### config.mk
export PLATFORM = sky130hd
export DESIGN_NAME = kp200_round_stage
export DESIGN_NICKNAME = d
export VERILOG_FILES = /design/src/rtl/core/kp200_pkg.sv /design/src/rtl/core/kp200_round_stage.sv
export SDC_FILE = /design/constraint.sdc
export NUM_CORES = 1
export LEC_CHECK = 0
export BUFFER_PORTS_ARGS = -buffer_cell sky130_fd_sc_hd__buf_2
export CAP_MARGIN = 20
export CORE_ASPECT_RATIO = 0.9
export CORE_UTILIZATION = 31
export CTS_CLUSTER_SIZE = 14
export DETAILED_ROUTE_END_ITERATION = 6
export GPL_ROUTABILITY_DRIVEN = 0
export HOLD_SLACK_MARGIN = 0.1
export PLACE_DENSITY = 0.63
export SYNTH_ARGS = -nofsm -noshare
export SYNTH_HDL_FRONTEND = slang
export SYNTH_SLANG_ARGS = --single-unit
export TNS_END_PERCENT = 30
### constraint.sdc
create_clock -name i_clk -period 7.65 [get_ports i_clk]
set_input_delay 0.765 -clock i_clk [delete_from_list [all_inputs] [get_ports i_clk]]
set_output_delay 0.765 -clock i_clk [all_outputs]
set_load 0.05 [all_outputs]
### src/rtl/core/kp200_pkg.sv
package kp200_pkg;

    localparam int unsigned FULL_ROUNDS = 18;
    localparam int unsigned NUM_ROUNDS  = 18;
    localparam int unsigned FIRST_ROUND = FULL_ROUNDS - NUM_ROUNDS;
    localparam int unsigned LANES       = 25;
    localparam int unsigned LANE_W      = 8;

    typedef logic [LANE_W-1:0] t_lane;
    typedef t_lane t_state [LANES];

    localparam t_lane ROUND_CONST [FULL_ROUNDS] = '{
        8'h01, 8'h82, 8'h8A, 8'h00, 8'h8B, 8'h01, 8'h81, 8'h09,
        8'h8A, 8'h88, 8'h09, 8'h0A, 8'h8B, 8'h8B, 8'h89, 8'h03,
        8'h02, 8'h80
    };

    // rotation of lane 5*y+x, taken mod the lane width
    localparam logic [2:0] ROT_AMOUNT [LANES] = '{
        3'd0, 3'd1, 3'd6, 3'd4, 3'd3,
        3'd4, 3'd4, 3'd6, 3'd7, 3'd4,
        3'd3, 3'd2, 3'd3, 3'd1, 3'd7,
        3'd1, 3'd5, 3'd7, 3'd5, 3'd0,
        3'd2, 3'd2, 3'd5, 3'd0, 3'd6
    };

    function automatic t_lane rotl8(input t_lane v, input logic [2:0] k);
        logic [2*LANE_W-1:0] w;
        w = {v, v} << k;
        return w[2*LANE_W-1:LANE_W];
    endfunction

endpackage

### src/rtl/core/kp200_round_stage.sv
module kp200_round_stage
    import kp200_pkg::*;
(
    input  logic   i_clk,
    input  logic   i_rst_n,
    input  logic   i_valid,
    output logic   o_ready,
    input  t_state i_state,
    input  t_lane  i_rc,
    output logic   o_valid,
    input  logic   i_ready,
    output t_state o_state
);

    logic   r_valid;
    t_state r_state;
    t_state n_state;
    t_lane  col [5];
    t_lane  dcol [5];
    t_state th;
    t_state pi;

    always_comb begin
        for (int x = 0; x < 5; x++) begin
            col[x] = i_state[x] ^ i_state[5 + x] ^ i_state[10 + x]
                   ^ i_state[15 + x] ^ i_state[20 + x];
        end
        for (int x = 0; x < 5; x++) begin
            dcol[x] = col[(x + 4) % 5] ^ rotl8(col[(x + 1) % 5], 3'd1);
        end
        for (int y = 0; y < 5; y++) begin
            for (int x = 0; x < 5; x++) begin
                th[5 * y + x] = i_state[5 * y + x] ^ dcol[x];
            end
        end
        // relocate A[x,y] to A[y, 2x+3y] after its rotation
        for (int y = 0; y < 5; y++) begin
            for (int x = 0; x < 5; x++) begin
                pi[5 * ((2 * x + 3 * y) % 5) + y] =
                    rotl8(th[5 * y + x], ROT_AMOUNT[5 * y + x]);
            end
        end
        for (int y = 0; y < 5; y++) begin
            for (int x = 0; x < 5; x++) begin
                n_state[5 * y + x] = pi[5 * y + x]
                    ^ (~pi[5 * y + (x + 1) % 5] & pi[5 * y + (x + 2) % 5]);
            end
        end
        n_state[0] = n_state[0] ^ i_rc;
    end

    // advance when this slot is empty or its beat moves on
    assign o_ready = !r_valid || i_ready;

    always_ff @(posedge i_clk) begin
        if (!i_rst_n) begin
            r_valid <= 1'b0;
        end else if (o_ready) begin
            r_valid <= i_valid;
        end
    end

    always_ff @(posedge i_clk) begin
        if (o_ready && i_valid) begin
            r_state <= n_state;
        end
    end

    assign o_valid = r_valid;
    assign o_state = r_state;

endmodule

==> summary.md <==
| Metric | Value |
|---|---|
| Hold Fails Final Rpt | `0` |
| WP data required | `about 8.0 ns` |
| Worst setup path endpoint | `o_state[199]$_DFFE_PP_` |
| Port-buffer cells | `413` |
| Resized Gates After CTS | `0` |
| Crit end category | `flip-flop` |
| Clk_lat worst skew | `0.55 ns` |
| Core Region | `49330 µm²` |
| Hold_buf cts | `0` |
| Register area share after synthesis | `slightly below 40%` |
| Setup violators final | `0` |
| Std-Cell Rows | `77` |
| Post-synth net total | `roughly 1100` |
| Area Overhead vs Synth | `24.66%` |
| Worst r2r path cells | `3` |
| TritonCTS Buffers | `26` |
| Switching share of total power | `48.69%` |
| Iter 0 DRT Violations | `between 600 and 700` |
| Max frequency | `0.3799 GHz` |
| Netlist cell types | `17` |
| Synth top area share | `roughly two fifths` |
| Sequential share of power | `23.4%` |
| DRC errors left | `0` |
| Max incr delay on CP | `0.64 ns` |
| First-pass GRT wire length | `70460 µm` |
| Root buf cell | `clkbuf_16` |
| Startpoint Class | `primary input` |
| Fin Hold WS | `about 0.47 ns` |
| CTS H-tree depth | `1` |
| Pint | `5.192 mW` |
| Synth top area cells | `edfxtp_1, xnor3_1, xnor2_1, xnor3_2, xnor2_4` |
| Worst path cell trace | `buf_2 > xnor3_2 > xnor2_4 > xnor3_1 > xor2_1 > xnor2_1` |
| I/O pins | `414` |
| Reg2reg start | `o_valid$_SDFFE_PN0N_` |
| Crit-path max FO | `10` |
| Post-Route Setup TNS | `0 ns` |
| Tcrit/Tclk final | `34.41%` |
| Hold WC Path Type | `primary input to flip-flop` |
| Pwr/cell area | `522.6 nW/µm²` |
| Min Tclk post-route | `2.632 ns` |
| Max VDD drop | `~0.24 mV` |
| Starting density of the core | `between 30% and 40%` |
| P_leak | `9.195 nW` |
| Layout cells sized above 1 | `between 30% and 40%` |
| Worst Skew | `0.01390 ns` |
| DR pass1 iterations | `7` |
| Area of the mapped netlist | `15530 µm²` |
| Postcts setup bufs | `0` |
| Wirelength per Cell | `24.86 µm` |
| Worst Tran Pin Value | `1.127 ns` |
| Die Span Y | `214.4 µm` |
| CTS tree | `built` |
| Fin util | `between 30% and 40%` |
| Yosys warnings | `0` |
| Die width | `approximately 240 µm` |
| Run status | `finished clean` |
| Max-slew headroom | `24.49%` |
| CP max-delay cell | `xnor2_4` |
| Maxcap violations | `0` |
| Setup ws final | `5.018 ns` |
| Full die area | `51010 µm²` |
| Grt ovf | `0` |
| Vias in the first global route | `9589` |
| R2r setup slk | `5.07 ns` |
| Clock-pin slew on the worst setup and hold paths | `0.06 ns` |
| Clk pwr share | `12.8%` |
| Synth Register Bits | `201` |
| Slew Viols, Final | `0` |
| Via density | `about 4.4` |
| Synth Instances | `933` |
| Nets | `1589` |
| FF-to-FF End | `o_state[115]$_DFFE_PP_` |
| Antenna violations before repair | `14` |
| DPL Wire Length | `approximately 42000 µm` |
| Worst EP arrival | `2.93 ns` |
| Gate power share | `63.8%` |
| Largest net degree at the start of global routing | `73` |
| Origin of the worst setup path | `i_state[150]` |
| Critical path class | `primary input to flip-flop` |
| Clk sink count | `~200` |
| Max clock buf depth | `3` |
| Total track usage | `19.97%` |
| Post-route ant nets | `0` |
| Total Wirelength | `51560 µm` |
| Avg Cell Area, Syn | `16.65 µm²` |
| Net load switching power | `4.927 mW` |
| Routed vias | `9179` |
| Unrepaired setup endpoints after global routing | `no` |
| Yosys top cell by area | `edfxtp_1` |
| Worst slack, placed | `4.431 ns` |
[registers in the layout, indices dropped and copies added (netlist names)]
name	cells
o_state	200
o_valid	1
[power by group through the flow]
stage	clock [mW]	combinational (mW)	sequential, mW
6_report	1.29	6.45	2.37
2_1_floorplan	0	2.92	4.38
3_5_place_dp	0	6.46	2.39
4_1_cts	1.32	6.50	2.38
3_3_place_gp	0	6.43	2.39
5_1_grt	1.36	6.80	2.42
[metal layers]
layer | vias up | share of wire, % | track usage, %
met2 | 359 | 47 | 32.58
met4 | 16 | 2.7 | 4.860
met1 | 4555 | 43 | 26.59
met5 | - | 0.22 | 0
li1 | 4170 | - | -
met3 | 79 | 7.0 | 4.969
[how the worst min path moves through the flow]
stage / startpoint / endpoint / slack [ns] / cells past startpoint
3_3_place_gp: o_valid$_SDFFE_PN0N_ / o_valid$_SDFFE_PN0N_ / 0.50 / 2
4_1_cts: i_rst_n / o_valid$_SDFFE_PN0N_ / 0.45 / 2
6_report: i_rst_n / o_valid$_SDFFE_PN0N_ / 0.47 / 2
2_1_floorplan: i_valid / o_valid$_SDFFE_PN0N_ / 0.90 / 2
5_1_grt: i_rst_n / o_valid$_SDFFE_PN0N_ / 0.48 / 2
3_5_place_dp: o_valid$_SDFFE_PN0N_ / o_valid$_SDFFE_PN0N_ / 0.55 / 2
[logic make-up after synthesis]
logic type | synth area share [%]
XOR/XNOR | 55.57
AND/OR/NAND/NOR | 5.558
flip-flops | 38.79
AO/OA/AOI/OAI | 0.04835
buffers and inverters | 0.02414
[cells in the final DEF (no fill, tap or decap), types with 9 or more instances in the layout]
master	count
nand2b_1	36
nand2_1	80
xnor2_1	169
xor2_1	79
xnor2_4	31
buf_2	413
xnor3_2	36
nor2_1	80
xnor2_2	9
xnor3_1	199
edfxtp_1	200
clkbuf_16	27
[synth_stat cells, drive strengths merged]
| master | instances |
|---|---|
| a21boi | 1 |
| nor2b | 5 |
| inv | 1 |
| nand2b | 36 |
| edfxtp | 200 |
| xnor3 | 235 |
| xnor2 | 209 |
| xor3 | 5 |
| dfxtp | 1 |
| and2 | 1 |
| xor2 | 79 |
| nor2 | 80 |
| nand2 | 80 |
[worst max-delay path: cells and delay by family]
kind	cells	cell delay, ns
buf+inv	1	0.14
xor+xnor	5	2.03
[stage by stage]
step                      area (µm²)  total power [mW]  instances
after global routing           19350             10.57       2069
after floorplan                15530             7.303        933
after CTS                      19350             10.20       2068
after global placement         18460             8.814       2020
after detailed placement       18460             8.851       2020
final                          19360             10.12       2074
[cell type report]
type	count	area (µm²)
multi-input combinational	731	9505
clock inverter	16	188.9
antenna	6	15.01
fill	4603	29970
timing repair buffer	416	2090
tap	671	839.6
inverter	1	3.754
sequential	201	6026
clock buffer	32	694.4
No activity file was read; power rests on OpenSTA's default activity.
